File: config.mk
export PLATFORM = sky130hd
export DESIGN_NAME = bracket_aware_char_finder
export DESIGN_NICKNAME = d
export VERILOG_FILES = /design/src/design/bacf_pkg.sv /design/src/design/bracket_aware_char_finder.sv /design/src/design/bacf_ram.sv /design/src/design/bacf_front.sv /design/src/design/bacf_queue.sv /design/src/design/bacf_back.sv
export SDC_FILE = /design/constraint.sdc
export NUM_CORES = 1
export LEC_CHECK = 0
export BUFFER_PORTS_ARGS = -buffer_cell sky130_fd_sc_hd__buf_4
export CAP_MARGIN = 10
export CORE_MARGIN = 4
export CORE_UTILIZATION = 33
export DETAILED_ROUTE_END_ITERATION = 12
export HOLD_SLACK_MARGIN = 0.03
export PLACE_DENSITY = 0.59
export SETUP_SLACK_MARGIN = 0.4
export SLEW_MARGIN = 10
export SYNTH_ARGS = -nofsm -noshare
export SYNTH_HDL_FRONTEND = slang
export SYNTH_SLANG_ARGS = --single-unit
File: constraint.sdc
create_clock -name clk -period 6.5 [get_ports clk]
set_clock_uncertainty 0.1 [all_clocks]
set_input_delay 1.3 -clock clk [delete_from_list [all_inputs] [get_ports clk]]
set_output_delay 1.3 -clock clk [all_outputs]
set_load 0.01 [all_outputs]
File: src/design/bacf_pkg.sv
// Shared types, constants and configuration codes for the bracket-aware character finder.
package bacf_pkg;

    // Sizing of the closer stack and the position counter
    localparam int unsigned STACK_DEPTH = 64;
    localparam longint unsigned MAX_LENGTH = 64'd65536;
    localparam int unsigned STACK_ADDR_W = (STACK_DEPTH > 1) ? $clog2(STACK_DEPTH) : 1;
    localparam int unsigned DEPTH_W = $clog2(STACK_DEPTH + 1);
    localparam longint unsigned POS_LIMIT =
        ((MAX_LENGTH - 64'd1) > 64'd65535) ? 64'd65535 : (MAX_LENGTH - 64'd1);
    localparam logic [15:0] POS_CAP = POS_LIMIT[15:0];

    // Special characters
    localparam logic [7:0] CH_OPEN_PAREN  = 8'h28;
    localparam logic [7:0] CH_CLOSE_PAREN = 8'h29;
    localparam logic [7:0] CH_OPEN_BRACE  = 8'h7B;
    localparam logic [7:0] CH_CLOSE_BRACE = 8'h7D;
    localparam logic [7:0] CH_BACKSLASH   = 8'h5C;

    // Configuration register indexes
    typedef enum logic [1:0] {
        CFG_TARGET_A     = 2'd0,
        CFG_TARGET_B     = 2'd1,
        CFG_TARGET_C     = 2'd2,
        CFG_TARGET_COUNT = 2'd3
    } cfg_idx_t;

    // Input request payload
    typedef struct packed {
        logic [7:0] byte_in;
        logic       last;
    } item_t;

    // Result payload
    typedef struct packed {
        logic        found;
        logic [15:0] position;
        logic        length_overflow;
        logic        nesting_overflow;
    } result_t;

    // Classified byte handed from the front end to the back end
    typedef struct packed {
        logic is_target;
        logic is_open;
        logic is_close;
        logic brace;
        logic is_bslash;
        logic last;
    } cls_t;

endpackage

File: src/design/bracket_aware_char_finder.sv
// Top level of the bracket-aware character finder.
// Scans one string byte per request and returns one result per string: the first
// unescaped target byte found outside all brackets, or a not-found result after the
// byte marked last. The block sustains one byte per clock cycle while no result is
// stalled: the back end updates escape, position and nesting state per byte, keeping
// the top of the closer stack in a register while the stack memory's read port
// pre-reads the entry below it. A two-entry queue separates byte classification from
// state update, and a result register separates the back end from the result
// consumer. With nothing waiting ahead of it, a byte is registered in a queue slot and
// its result in the result register before the result is valid. The input stalls only
// while the queue is full, which happens only while a stalled result waits. The stack
// memory needs no clearing pass. Write configuration only while no string is in flight.
module bracket_aware_char_finder (
    input  logic               clk,
    input  logic               rst_n,
    input  logic               cfg_we,
    input  bacf_pkg::cfg_idx_t cfg_index,
    input  logic [7:0]         cfg_data,
    input  logic               item_valid,
    output logic               item_stall,
    input  bacf_pkg::item_t    item,
    output logic               result_valid,
    input  logic               result_stall,
    output bacf_pkg::result_t  result
);
    import bacf_pkg::*;

    cls_t cls;
    cls_t head;
    logic head_valid;
    logic pop;
    logic full;

    bacf_front u_front (
        .clk       (clk),
        .rst_n     (rst_n),
        .cfg_we    (cfg_we),
        .cfg_index (cfg_index),
        .cfg_data  (cfg_data),
        .item      (item),
        .cls       (cls)
    );

    bacf_queue u_queue (
        .clk        (clk),
        .rst_n      (rst_n),
        .push       (item_valid),
        .push_data  (cls),
        .full       (full),
        .pop        (pop),
        .head_valid (head_valid),
        .head       (head)
    );

    assign item_stall = full;

    bacf_back u_back (
        .clk          (clk),
        .rst_n        (rst_n),
        .head_valid   (head_valid),
        .head         (head),
        .pop          (pop),
        .result_valid (result_valid),
        .result_stall (result_stall),
        .result       (result)
    );

endmodule

File: src/design/bacf_ram.sv
// Generic single-write, single-read RAM with registered read data.
module bacf_ram #(
    parameter int unsigned WIDTH = 1,
    parameter int unsigned DEPTH = 64
) (
    input  logic                                     clk,
    input  logic                                     we,
    input  logic [((DEPTH > 1) ? $clog2(DEPTH) : 1)-1:0] waddr,
    input  logic [WIDTH-1:0]                         wdata,
    input  logic [((DEPTH > 1) ? $clog2(DEPTH) : 1)-1:0] raddr,
    output logic [WIDTH-1:0]                         rdata
);

    logic [WIDTH-1:0] mem [DEPTH];

    // Write port and registered read port
    always_ff @(posedge clk)
    begin
        if (we)
        begin
            mem[waddr] <= wdata;
        end
        rdata <= mem[raddr];
    end

endmodule

File: src/design/bacf_front.sv
// Front end: configuration registers and byte classification.
module bacf_front (
    input  logic              clk,
    input  logic              rst_n,
    input  logic              cfg_we,
    input  bacf_pkg::cfg_idx_t cfg_index,
    input  logic [7:0]        cfg_data,
    input  bacf_pkg::item_t   item,
    output bacf_pkg::cls_t    cls
);
    import bacf_pkg::*;

    logic [7:0] target_a_reg;
    logic [7:0] target_b_reg;
    logic [7:0] target_c_reg;
    logic [1:0] target_count_reg;
    logic       use_b;
    logic       use_c;

    // Hold configuration registers
    always_ff @(posedge clk or negedge rst_n)
    begin
        if (!rst_n)
        begin
            target_a_reg     <= 8'd0;
            target_b_reg     <= 8'd0;
            target_c_reg     <= 8'd0;
            target_count_reg <= 2'd1;
        end
        else if (cfg_we)
        begin
            unique case (cfg_index)
                CFG_TARGET_A:     target_a_reg     <= cfg_data;
                CFG_TARGET_B:     target_b_reg     <= cfg_data;
                CFG_TARGET_C:     target_c_reg     <= cfg_data;
                CFG_TARGET_COUNT: target_count_reg <= cfg_data[1:0];
            endcase
        end
    end

    // Count of zero acts as one; two and three enable target b
    assign use_b = target_count_reg[1];
    assign use_c = (target_count_reg == 2'd3);

    // Classify the incoming byte
    always_comb
    begin
        cls.is_target = (item.byte_in == target_a_reg)
                      || (use_b && (item.byte_in == target_b_reg))
                      || (use_c && (item.byte_in == target_c_reg));
        cls.is_open   = (item.byte_in == CH_OPEN_PAREN) || (item.byte_in == CH_OPEN_BRACE);
        cls.is_close  = (item.byte_in == CH_CLOSE_PAREN) || (item.byte_in == CH_CLOSE_BRACE);
        cls.brace     = (item.byte_in == CH_OPEN_BRACE) || (item.byte_in == CH_CLOSE_BRACE);
        cls.is_bslash = (item.byte_in == CH_BACKSLASH);
        cls.last      = item.last;
    end

endmodule

File: src/design/bacf_queue.sv
// Two-entry queue of classified bytes between front end and back end.
module bacf_queue (
    input  logic           clk,
    input  logic           rst_n,
    input  logic           push,
    input  bacf_pkg::cls_t push_data,
    output logic           full,
    input  logic           pop,
    output logic           head_valid,
    output bacf_pkg::cls_t head
);
    import bacf_pkg::*;

    cls_t       slot_reg [2];
    logic       wr_ptr_reg;
    logic       wr_ptr_next;
    logic       rd_ptr_reg;
    logic       rd_ptr_next;
    logic [1:0] count_reg;
    logic [1:0] count_next;
    logic       do_push;
    logic       do_pop;

    assign full       = (count_reg == 2'd2);
    assign head_valid = (count_reg != 2'd0);
    assign head       = slot_reg[rd_ptr_reg];
    assign do_push    = push && !full;
    assign do_pop     = pop && head_valid;

    // Advance pointers and occupancy
    always_comb
    begin
        wr_ptr_next = wr_ptr_reg ^ do_push;
        rd_ptr_next = rd_ptr_reg ^ do_pop;
        count_next  = count_reg;
        if (do_push && !do_pop)
        begin
            count_next = count_reg + 2'd1;
        end
        else if (!do_push && do_pop)
        begin
            count_next = count_reg - 2'd1;
        end
    end

    always_ff @(posedge clk or negedge rst_n)
    begin
        if (!rst_n)
        begin
            wr_ptr_reg <= 1'b0;
            rd_ptr_reg <= 1'b0;
            count_reg  <= 2'd0;
        end
        else
        begin
            wr_ptr_reg <= wr_ptr_next;
            rd_ptr_reg <= rd_ptr_next;
            count_reg  <= count_next;
        end
    end

    // Store the pushed request
    always_ff @(posedge clk)
    begin
        if (do_push)
        begin
            slot_reg[wr_ptr_reg] <= push_data;
        end
    end

endmodule

File: src/design/bacf_back.sv
// Back end: escape, nesting and position tracking with the closer stack and result register.
module bacf_back (
    input  logic             clk,
    input  logic             rst_n,
    input  logic             head_valid,
    input  bacf_pkg::cls_t   head,
    output logic             pop,
    output logic             result_valid,
    input  logic             result_stall,
    output bacf_pkg::result_t result
);
    import bacf_pkg::*;

    logic [DEPTH_W-1:0]      depth_reg;
    logic [DEPTH_W-1:0]      depth_next;
    logic                    esc_reg;
    logic                    esc_next;
    logic [15:0]             idx_reg;
    logic [15:0]             idx_next;
    logic                    hit_reg;
    logic                    hit_next;
    logic                    sat_reg;
    logic                    sat_next;
    logic                    drop_reg;
    logic                    drop_next;
    logic                    top_reg;
    logic                    top_next;
    logic                    byp_hit_reg;
    logic                    byp_data_reg;
    logic                    ram_rdata;
    logic                    below;
    logic                    ram_we;
    logic [STACK_ADDR_W-1:0] ram_waddr;
    logic [STACK_ADDR_W-1:0] ram_raddr;
    logic [DEPTH_W-1:0]      depth_m1;
    logic [DEPTH_W-1:0]      depth_next_m2;
    logic                    can_load;
    logic                    take;
    logic                    emit;
    result_t                 res_next;
    logic                    result_valid_reg;
    result_t                 result_reg;

    // Take a request when the result register is free or drains this cycle
    assign can_load = !result_valid_reg || !result_stall;
    assign take     = head_valid && can_load;
    assign pop      = take;

    // Entry just below the cached top, with write forwarding
    assign below    = byp_hit_reg ? byp_data_reg : ram_rdata;
    assign depth_m1 = depth_reg - DEPTH_W'(1);

    // Process one classified byte
    always_comb
    begin
        depth_next = depth_reg;
        esc_next   = esc_reg;
        idx_next   = idx_reg;
        hit_next   = hit_reg;
        sat_next   = sat_reg;
        drop_next  = drop_reg;
        top_next   = top_reg;
        ram_we     = 1'b0;
        ram_waddr  = depth_m1[STACK_ADDR_W-1:0];
        emit       = 1'b0;
        res_next   = '0;
        if (take)
        begin
            if (!hit_reg)
            begin
                if (head.is_target && (depth_reg == '0) && !esc_reg)
                begin
                    hit_next                  = 1'b1;
                    emit                      = 1'b1;
                    res_next.found            = 1'b1;
                    res_next.position         = idx_reg;
                    res_next.length_overflow  = sat_reg;
                    res_next.nesting_overflow = drop_reg;
                end
                else
                begin
                    if (head.is_open)
                    begin
                        if (depth_reg < DEPTH_W'(STACK_DEPTH))
                        begin
                            // Spill the old top into the memory, cache the new closer
                            ram_we     = (depth_reg != '0);
                            top_next   = head.brace;
                            depth_next = depth_reg + DEPTH_W'(1);
                        end
                        else
                        begin
                            drop_next = 1'b1;
                        end
                    end
                    else if (head.is_close)
                    begin
                        if ((depth_reg != '0) && (top_reg == head.brace))
                        begin
                            top_next   = below;
                            depth_next = depth_m1;
                        end
                    end
                    esc_next = head.is_bslash && !esc_reg;
                    if (idx_reg >= POS_CAP)
                    begin
                        sat_next = 1'b1;
                    end
                    else
                    begin
                        idx_next = idx_reg + 16'd1;
                    end
                    if (head.last)
                    begin
                        emit                      = 1'b1;
                        res_next.length_overflow  = sat_reg;
                        res_next.nesting_overflow = drop_next;
                    end
                end
            end
            if (head.last)
            begin
                depth_next = '0;
                esc_next   = 1'b0;
                idx_next   = 16'd0;
                hit_next   = 1'b0;
                sat_next   = 1'b0;
                drop_next  = 1'b0;
            end
        end
    end

    // Pre-read the entry that sits below the next top
    assign depth_next_m2 = depth_next - DEPTH_W'(2);
    assign ram_raddr     = depth_next_m2[STACK_ADDR_W-1:0];

    bacf_ram #(
        .WIDTH (1),
        .DEPTH (STACK_DEPTH)
    ) u_stack (
        .clk   (clk),
        .we    (ram_we),
        .waddr (ram_waddr),
        .wdata (top_reg),
        .raddr (ram_raddr),
        .rdata (ram_rdata)
    );

    // Hold per-string state and the result register
    always_ff @(posedge clk or negedge rst_n)
    begin
        if (!rst_n)
        begin
            depth_reg        <= '0;
            esc_reg          <= 1'b0;
            idx_reg          <= 16'd0;
            hit_reg          <= 1'b0;
            sat_reg          <= 1'b0;
            drop_reg         <= 1'b0;
            byp_hit_reg      <= 1'b0;
            result_valid_reg <= 1'b0;
        end
        else
        begin
            depth_reg   <= depth_next;
            esc_reg     <= esc_next;
            idx_reg     <= idx_next;
            hit_reg     <= hit_next;
            sat_reg     <= sat_next;
            drop_reg    <= drop_next;
            byp_hit_reg <= ram_we && (ram_waddr == ram_raddr);
            if (can_load)
            begin
                result_valid_reg <= emit;
            end
        end
    end

    // Payload registers
    always_ff @(posedge clk)
    begin
        top_reg      <= top_next;
        byp_data_reg <= top_reg;
        if (can_load && emit)
        begin
            result_reg <= res_next;
        end
    end

    assign result_valid = result_valid_reg;
    assign result       = result_reg;

endmodule

======== Word-level counts from Yosys, hierarchy flattened ========
Memories as Yosys holds them, arrays and structs flattened. A register that Yosys moved wholly into a read port is not among the register bits.
Cells that the tools add are included.
storage, ports and cells
  register bits ........................... 80
  latch bits .............................. 0
  RAM bits ................................ 76
  bits in read-only memories .............. 0
  bits of input ports ..................... 24
  output and inout port bits .............. 21
  memories kept ........................... 2
operators by class
  $add $sub $neg .......................... 6
  $mul .................................... 0
  div/mod/pow operators ................... 0
  $lt $le $gt $ge ......................... 2
  equality and inequality tests ........... 19
  shifts and indexed selects .............. 0
  multiplexer cells ....................... 50
  bitwise operators ....................... 5
  reductions and logical operators ........ 43
memories
  memory              depth  width  rd ports  clocked after memory_dff  wr ports  RTL line          text
  u_back.u_stack.mem  64     1      1         1                         1         bacf_ram.sv:14    logic [WIDTH-1:0] mem [DEPTH];
  u_queue.slot_reg    2      6      1         0                         1         bacf_queue.sv:14  cls_t slot_reg [2];
operators with widths
  kind                                                count
  two-way mux 16 bit                                  4
  two-way mux 7 bit                                   8
  two-way mux 1 bit                                   33
  == test 8 x 7 -> 1 bit (second input constant)      3
  == test 8 bit                                       3
  two-way mux 17 bit                                  1
  adder 16 x 1 -> 16 bit (second input constant)      1
  == test 8 x 6 -> 1 bit (second input constant)      2
  >= comparator 16 bit (second input constant)        1
  logical AND 1 bit                                   13
  nonzero test 2 bit                                  5
  == test 2 bit (second input constant)               4
  two-way mux 2 bit                                   4
  AND reduction 2 bit                                 4
  AND reduction 4 bit                                 2
  adder 7 x 1 -> 7 bit (second input constant)        1
  logical NOT 7 bit                                   1
  less-than comparator 7 bit (second input constant)  1
  nonzero test 7 bit                                  1
  subtractor 7 x 1 -> 7 bit (second input constant)   1
  == test 6 bit                                       1
  logical NOT 1 bit                                   6
  logical OR 1 bit                                    6
  != test 2 bit (second input constant)               3
  other kinds (13)                                    16

======== Depth between registers and ports, before layout ========
Gate-level depths: netlist of run 1.
An unclocked memory read counts as a cell.
  depth in word-level cells ............... 13
  mapped depth ............................ 17

======== Cells and area by module ========
From an unflattened synthesis of run 1, not the netlist that was laid out.
unflattened totals
  cell total of the unflattened synthesis .. 613
  area total of the unflattened synthesis .. 7,729.9 µm²
by module, submodules not included
  module      instances  cells each  area each (µm²)  sequential area each (µm²)
  bacf_ram    1          204         2,914.0          1,941.9
  bacf_back   1          261         2,767.7          1,346.3
  bacf_front  1          111         1,396.3          651.9
  bacf_queue  1          37          651.9            460.4

======== Worst setup path before layout of run 1 ========
OpenSTA, ideal clock, no wires.
  path kind ............................... input to register
  start point ............................. in result_stall
  end point ............................... reg u_back.u_stack.rdata (read register of u_back.u_stack.mem)
  arrival ................................. 4.073 ns
  required time ........................... 6.266 ns
  path slack .............................. 2.193 ns
  stages on the path ...................... 14
  cells stage by stage .................... a21oi_1 inv_1 nand2b_1 clkbuf_1 nor2_2 a32o_1 clkinv_1 clkbuf_1 ha_1 buf_1 inv_1 o2111ai_1 nand4_1 mux4_2
on the way
  cells in the longest elaborated chain, start to end .. 5
RTL lines
  element                    RTL line                         text
  start, declared            bracket_aware_char_finder.sv:23  input logic result_stall,
  logical NOT 1 bit          bacf_back.sv:45                  assign can_load = !result_valid_reg || !result_stall;
  logical OR 1 bit           bacf_back.sv:45
  logical AND 1 bit          bacf_back.sv:46                  assign take = head_valid && can_load;
  two-way mux 7 bit          bacf_back.sv:67                  if (take)
  subtractor 6 x 2 -> 6 bit  bacf_back.sv:134                 assign depth_next_m2 = depth_next - DEPTH_W'(2);
  end, declared              bacf_ram.sv:11                   output logic [WIDTH-1:0] rdata
No other way between the ends.
A chain may end at the register's enable or synchronous reset.

======== Final worst setup path of run 1 ========
Same ends and word-level chain as after synthesis.

==> flow_metrics.tcl, run 1 <==
set metrics [dict create \
    ys.flop_type "edfxtp_1" \
    hold_class "flip-flop to flip-flop" \
    antenna_found_initial 0 \
    async_reset_ff_share_pct 37.58 \
    start_util_pct 33.78 \
    synthAdderAreaFrac_pct 1.138 \
    wirelength_um 16920 \
    drc 0 \
    grt_pass1_wl_um 27920 \
    via_per_inst 5.082 \
    dieArea_um2 25820 \
    clock-sinks 157 \
    nets 726 \
    cts_max_path_buffers 2 \
    seq_area_frac_synth_pct 57.19 \
    rr_worst_depth 13 \
    dpl.hpwl_um 11440 \
    fill_cells 2216 \
    cts_tree "done" \
    largest_reg_flops 64 \
    io_buffers 44 \
    cp-start-kind "primary input" \
    cts-root-buf "clkbuf_16" \
    post_cts_buffers 0 \
    num_vias 5189 \
    num_rows 55 \
    grt_max_degree 68 \
    fp.coreArea_um2 22780 \
    dpl-instance-area_um2 8327 \
    gr-total-overflow 0 \
    power_mw 4.188 \
    rsz0062_at_grt "false" \
    synthCells 656 \
    syn_area_um2 7695 \
    end_kind "flip-flop" \
    register_area_um2 4400 \
    first_pass_iters 7 \
    maxSlewHeadroom_pct 26.99 \
    rrSetupSlack_ps 1580 \
    timing.rr.start "u_back.depth_reg[0]" \
    critPathKind "primary input to flip-flop" \
    final_antenna_net_count 0 \
    synth_mux_area_share_pct 7.675 \
    hp-start "u_queue.count_reg[1]" \
    min_period_ps 4954 \
    multi_input_area_um2 3110 \
    syn_area_per_cell_um2 11.73 \
    post-route-period-util_pct 76.21 \
    syn_to_final_growth_pct 15.85 \
    ys_seq_elements 157 \
    design_area_um2 8915 \
    die_y_um 160.7 \
    cp.arrival_ps 5170 \
    io_pins 45 \
    drv_slew 0 \
    clk_latency_ps 440 \
    antennaDiodeCount 0 \
    maxCapViolations 0 \
    setup_viol 0 \
    drtIter0Drc 431 \
    critPathMaxFanout 20 \
    holdPathEnd "u_queue.count_reg[1]" \
    clkTransAtPathRegs_ps 70 \
    r2r-end "u_back.u_stack.rdata" \
    hold_violations 0 \
    ctsResizeCount 0 \
    wl_per_cell_um 16.58 \
    status "finished, final reports clean" \
    synth-compound-area-share_pct 8.537 \
    synth_simple_gate_area_share_pct 15.87 \
    ys_types 62 \
    cts_max_level 4 \
    layout-drive-gt1-share_pct 20.20 \
    max_freq_ghz 0.2019 \
    synth_warnings 0 \
    die_w_um 160.7 \
    setup_tns_ps 0 \
    synthesis.nets 687 \
    cts_buffers 17 \
    power_density_nw_per_um2 469.8 \
    leakage_nw 3.349 \
    utilization_pct 39.14 \
    irDropWorstVdd_uv 274.5 \
    tightest_slew_ps 1095 \
    hold_path_depth 1 \
    synth_top_family_by_area "simple AND/OR/NAND/NOR gates" \
    grt_usage_pct 13.63 \
    synth-xor-area-share_pct 7.057 \
    synth_edf_count 96 \
    place_congestion 0.9051 \
    grt_pass1_vias 5176 \
    required_ps 6720 \
    hold_buffers 0 \
]
## cells in the final DEF, fill, tap and decap left out, types with 3 or more instances in the layout
cell type / synthesis / final
nand2_1: 32 / 32
mux2i_1: 5 / 4
and2_1: 3 / 3
o21ai_0: 10 / 10
mux2_2: 46 / 46
xnor2_1: 34 / 34
edfxtp_1: 96 / 96
a21oi_2: 1 / 3
inv_1: 13 / 13
nor3_1: 9 / 9
nor2b_1: 6 / 6
clkbuf_16: 0 / 17
nand3_1: 16 / 16
nor4_1: 5 / 5
inv_6: 0 / 6
nand3b_1: 3 / 3
o2111ai_1: 17 / 17
a211oi_1: 5 / 5
nor2_1: 109 / 109
ha_1: 7 / 7
or3_1: 4 / 4
xor2_1: 28 / 28
inv_8: 0 / 5
a211o_1: 17 / 17
nand4_1: 15 / 15
a31oi_1: 4 / 4
buf_4: 1 / 50
dfrtp_1: 58 / 58
a21oi_1: 12 / 10
and3_1: 34 / 34
## cell type report
class	count	share of cell area, %
clock buffers	17	4.772
multi-input cells	455	34.89
repair buffers	50	4.211
flip-flops and latches	157	49.36
clock inverters	15	1.782
inverters	14	0.5895
well taps	313	4.393
## how the worst max path moves through the flow
stage / from / endpoint / cells after the start / slack [ps]
finish: result_stall / u_back.u_stack.rdata / 13 / 1550
global route: result_stall / u_back.u_stack.rdata / 13 / 1270
CTS: result_stall / u_back.u_stack.rdata / 13 / 1610
detailed placement: result_stall / u_back.u_stack.rdata / 13 / 1200
global placement: result_stall / u_back.u_stack.rdata / 13 / 1420
floorplan: result_stall / u_back.u_stack.rdata / 14 / 2190
## critical path: stages
cell and delay [ps]:
buf_4 110, a21oi_1 260, inv_1 260, nand2b_1 380, nor2_2 310, a32o_1 210
buf_4 260, clkinv_1 430, ha_1 660, inv_1 230, o2111ai_1 120, nand4_1 140
mux4_2 480
## power by group
part	switching, mW	internal (mW)	leakage, nW
Combinational	1.14	0.681	1.40
Clock	0.466	0.516	0.289
Sequential	0.115	1.27	1.66
## synth_stat cells (4+ instances only)
library cell	n	area, um^2
nor2b_1	6	37.54
nor3_1	9	45.04
or3_1	4	25.02
dfrtp_1	58	1451
nor2_1	109	409.1
mux2_2	46	518.0
a211oi_1	5	37.54
a21oi_1	12	60.06
nor4_1	5	31.28
edfxtp_1	96	2883
inv_1	13	48.80
clkbuf_1	20	75.07
a211o_1	17	148.9
nand3_1	16	80.08
and3_1	34	212.7
xor2_1	28	245.2
nand4_1	15	93.84
o2111ai_1	17	148.9
nand2_1	32	120.1
ha_1	7	87.58
o21ai_0	10	50.05
a31oi_1	4	25.02
xnor2_1	34	297.8
mux2i_1	5	50.05
## stage by stage
step,setup WS [ps],cells,hold slack (ps)
floorplan,2193,656,354.4
global placement,1421,989,377.1
detailed placement,1200,989,379.3
CTS,1607,1021,391.6
global route,1271,1021,407.0
finish,1546,1021,387.2
## layer usage
metal  GRT usage, %  vias up  share of wire [%]
met1          19.08     2543                 47
li1               -     2496                  -
met4          5.196        0                2.1
met5              0        -                  0
met2          20.84      127                 46
met3          2.925       23                4.2
## logic make-up after synthesis
logic type / Yosys count
compound gates: 85
buf+inv: 44
mux: 52
flops: 157
simple gates: 249
xor+xnor: 62
fa+ha+maj: 7
Note: power is estimated with default switching activity, not from simulation.
==> run 2, diff against run 1 <==
--- a/config.mk
+++ b/config.mk
@@ -5,13 +5,14 @@
 export SDC_FILE = /design/constraint.sdc
 export NUM_CORES = 1
 export LEC_CHECK = 0
+export ABC_AREA = 1
 export BUFFER_PORTS_ARGS = -buffer_cell sky130_fd_sc_hd__buf_4
 export CAP_MARGIN = 10
 export CORE_MARGIN = 4
 export CORE_UTILIZATION = 33
 export DETAILED_ROUTE_END_ITERATION = 12
 export HOLD_SLACK_MARGIN = 0.03
-export PLACE_DENSITY = 0.59
+export PLACE_DENSITY = 0.61
 export SETUP_SLACK_MARGIN = 0.4
 export SLEW_MARGIN = 10
 export SYNTH_ARGS = -nofsm -noshare
==> constraint.sdc (replaced) <==
create_clock -name clk -period 4.09 [get_ports clk]
set_clock_uncertainty 0.1 [all_clocks]
set_input_delay 0.818 -clock clk [delete_from_list [all_inputs] [get_ports clk]]
set_output_delay 0.818 -clock clk [all_outputs]
set_load 0.01 [all_outputs]
==> flow_metrics.tcl, run 2 <==
set metrics [dict create \
    status "finished, final reports clean" \
    setup_viol 0 \
    cts_buffers 17 \
    final_cell_mix "nand2_1, nor2_1, edfxtp_1" \
    cts_max_path_buffers 2 \
    place_congestion 0.9037 \
    syn_to_final_growth_pct 16.15 \
    post-route-period-util_pct 81.09 \
    synthesis.nets 918 \
    instances_no_fill 1258 \
    antennaDiodeCount 0 \
    clkTransAtPathRegs_ps 70 \
    register_area_um2 4400 \
    grt_pass1_wl_um 29150 \
    maxSlewHeadroom_pct 28.82 \
    required_ps 4340 \
    power_density_nw_per_um2 759.5 \
    max_freq_ghz 0.3015 \
    pre_cts_slack_ps 341.8 \
    grtUsageMet3_pct 2.883 \
    ys.flop_type "edfxtp_1" \
    drc 0 \
    whs_ps 372.0 \
    wl_per_cell_um 13.87 \
    wirelength_um 17450 \
    antenna_found_initial 0 \
    async_reset_ff_share_pct 37.58 \
    io_buffers 44 \
    hold_violations 0 \
    synth_largest_area_cell "edfxtp_1" \
    dieArea_um2 26120 \
    cts_max_level 4 \
    tightest_slew_ps 1068 \
    gr-total-overflow 0 \
    layout-drive-gt1-share_pct 12.38 \
    synth_commonest_cells "nand2_1, nor2_1, edfxtp_1" \
    largest_reg_flops 64 \
    start_util_pct 33.98 \
    rsz0062_at_grt "false" \
    r2r-end "u_back.byp_hit_reg" \
    end_kind "flip-flop" \
    critPathMaxFanout 18 \
    rr_worst_depth 19 \
    synthCells 887 \
    cts-root-buf "clkbuf_16" \
    post_cts_buffers 0 \
    final_antenna_net_count 0 \
    max_stage_delay_ps 440 \
    cts_tree "done" \
    ys_top_cells_by_area "edfxtp_1, dfrtp_1, nand2_1" \
    grt_usage_pct 13.90 \
    synth_warnings 0 \
    syn_area_per_cell_um2 8.780 \
    first_pass_iters 5 \
    io_pins 45 \
    irDropWorstVdd_uv 418.7 \
    crit_top_cell "nand2_1" \
    drv_slew 0 \
    cp_num_buf_inv 4 \
    synth_edf_count 96 \
    fp.coreArea_um2 22920 \
    timing.rr.start "u_back.depth_reg[0]" \
    grt.met1_usage_pct 18.62 \
    yosysTopAreaCellShare_pct 37.02 \
    grt_max_degree 66 \
    cp-start-kind "flip-flop" \
    yosysMostFrequentCell "nand2_1" \
    seq_area_frac_synth_pct 56.51 \
    num_vias 5956 \
    cp.arrival_ps 3560 \
    min_period_ps 3316 \
    ys_seq_elements 157 \
    maxCapViolations 0 \
    nets 963 \
    busiest_layer "met2" \
    grt_pass1_vias 5865 \
    drtIter0Drc 426 \
    timing.final.ws_setup_ps 773.5 \
    ys_types 41 \
    critPathKind "flip-flop to flip-flop" \
    ctsResizeCount 1 \
    hold_class "primary input to async pin" \
    die_w_um 161.6 \
    hold_buffers 0 \
    die_y_um 161.6 \
    cp_top_family "simple AND/OR/NAND/NOR gates" \
    use_met2_pct 23.04 \
    fill_cells 2294 \
    via_per_inst 4.734 \
    place_inst 1226 \
    multi_input_area_um2 2962 \
    setup_tns_ps 0 \
    rrSetupSlack_ps 770 \
    num_rows 55 \
    clock-sinks 157 \
    leakage_nw 3.775 \
    syn_area_um2 7787 \
    crit_slowest_cell "dfrtp_1" \
    clk_latency_ps 420 \
    final_common_cell "nand2_1" \
    dpl.hpwl_um 11920 \
    path_cells "inv_1 > ha_1 > nand2_1 > nor2_1 > nand2_2 > inv_1 > nor2_4 > nand2_1 > a21oi_1 > nand2_1 > nand2_4 > inv_2 > ha_4 > inv_4 > xor2_1 > nand4_1 > nor3_1 > nand3_1 > nor2_1" \
]
[run 2: kinds of logic after synthesis]
group           after synthesis  synth area share (%)
xor+xnor                     27                 3.037
flops                       157                 56.51
simple gates                511                 27.99
compound gates               81                 5.672
fa+ha+maj                     7                 1.125
buf+inv                     104                 5.671
[run 2: worst max-delay path by stage]
stage               cells after the start            endpoint  slack, ps                 from
floorplan                              18  u_back.byp_hit_reg        480       u_back.top_reg
global placement                       16  u_back.byp_hit_reg        420         result_stall
detailed placement                     16  u_back.byp_hit_reg        340         result_stall
CTS                                    19  u_back.byp_hit_reg        460  u_back.depth_reg[0]
global route                           19  u_back.byp_hit_reg        500  u_back.depth_reg[0]
finish                                 19  u_back.byp_hit_reg        770  u_back.depth_reg[0]
[run 2: final cells by class]
cell class                      instances  share of cell area (%)
Sequential cell                       157                   48.65
Clock buffer                           18                   4.980
Clock inverter                         14                   1.909
Timing Repair Buffer                   47                   3.901
Inverter                               83                   3.486
Tap cell                              313                   4.330
Multi-Input combinational cell        626                   32.74
[run 2: report_power, final]
| group | total (mW) | internal [mW] | switching, mW |
|---|---|---|---|
| Combinational | 3.05 | 0.927 | 2.13 |
| Clock | 1.65 | 0.959 | 0.686 |
| Sequential | 2.17 | 2.04 | 0.135 |
[run 2: routing by layer]
| metal | vias up | part of all wire (%) |
|---|---|---|
| met2 | 121 | 48 |
| met5 | - | 0 |
| met4 | 0 | 1.4 |
| li1 | 3008 | - |
| met3 | 19 | 4.2 |
| met1 | 2808 | 46 |
[run 2: stage by stage]
stage / utilization (%) / instance area, um^2 / power [mW]
5_1_grt: 39.47 / 9045 / 7.437
4_1_cts: 39.41 / 9031 / 6.886
6_report: 39.47 / 9045 / 6.870
3_3_place_gp: 36.69 / 8407 / 5.203
2_1_floorplan: - / 7787 / 4.431
3_5_place_dp: 36.69 / 8407 / 5.225
[run 2: worst register-to-register path, stage by stage (launching register included)]
cell and delay (ps):
dfrtp_1 440, inv_1 160, ha_1 260, nand2_1 160, nor2_1 90, nand2_2 110, inv_1 70, nor2_4 150
nand2_1 120, a21oi_1 140, nand2_1 100, nand2_4 190, inv_2 80, ha_4 350, inv_4 90, xor2_1 160
nand4_1 110, nor3_1 190, nand3_1 80, nor2_1 90
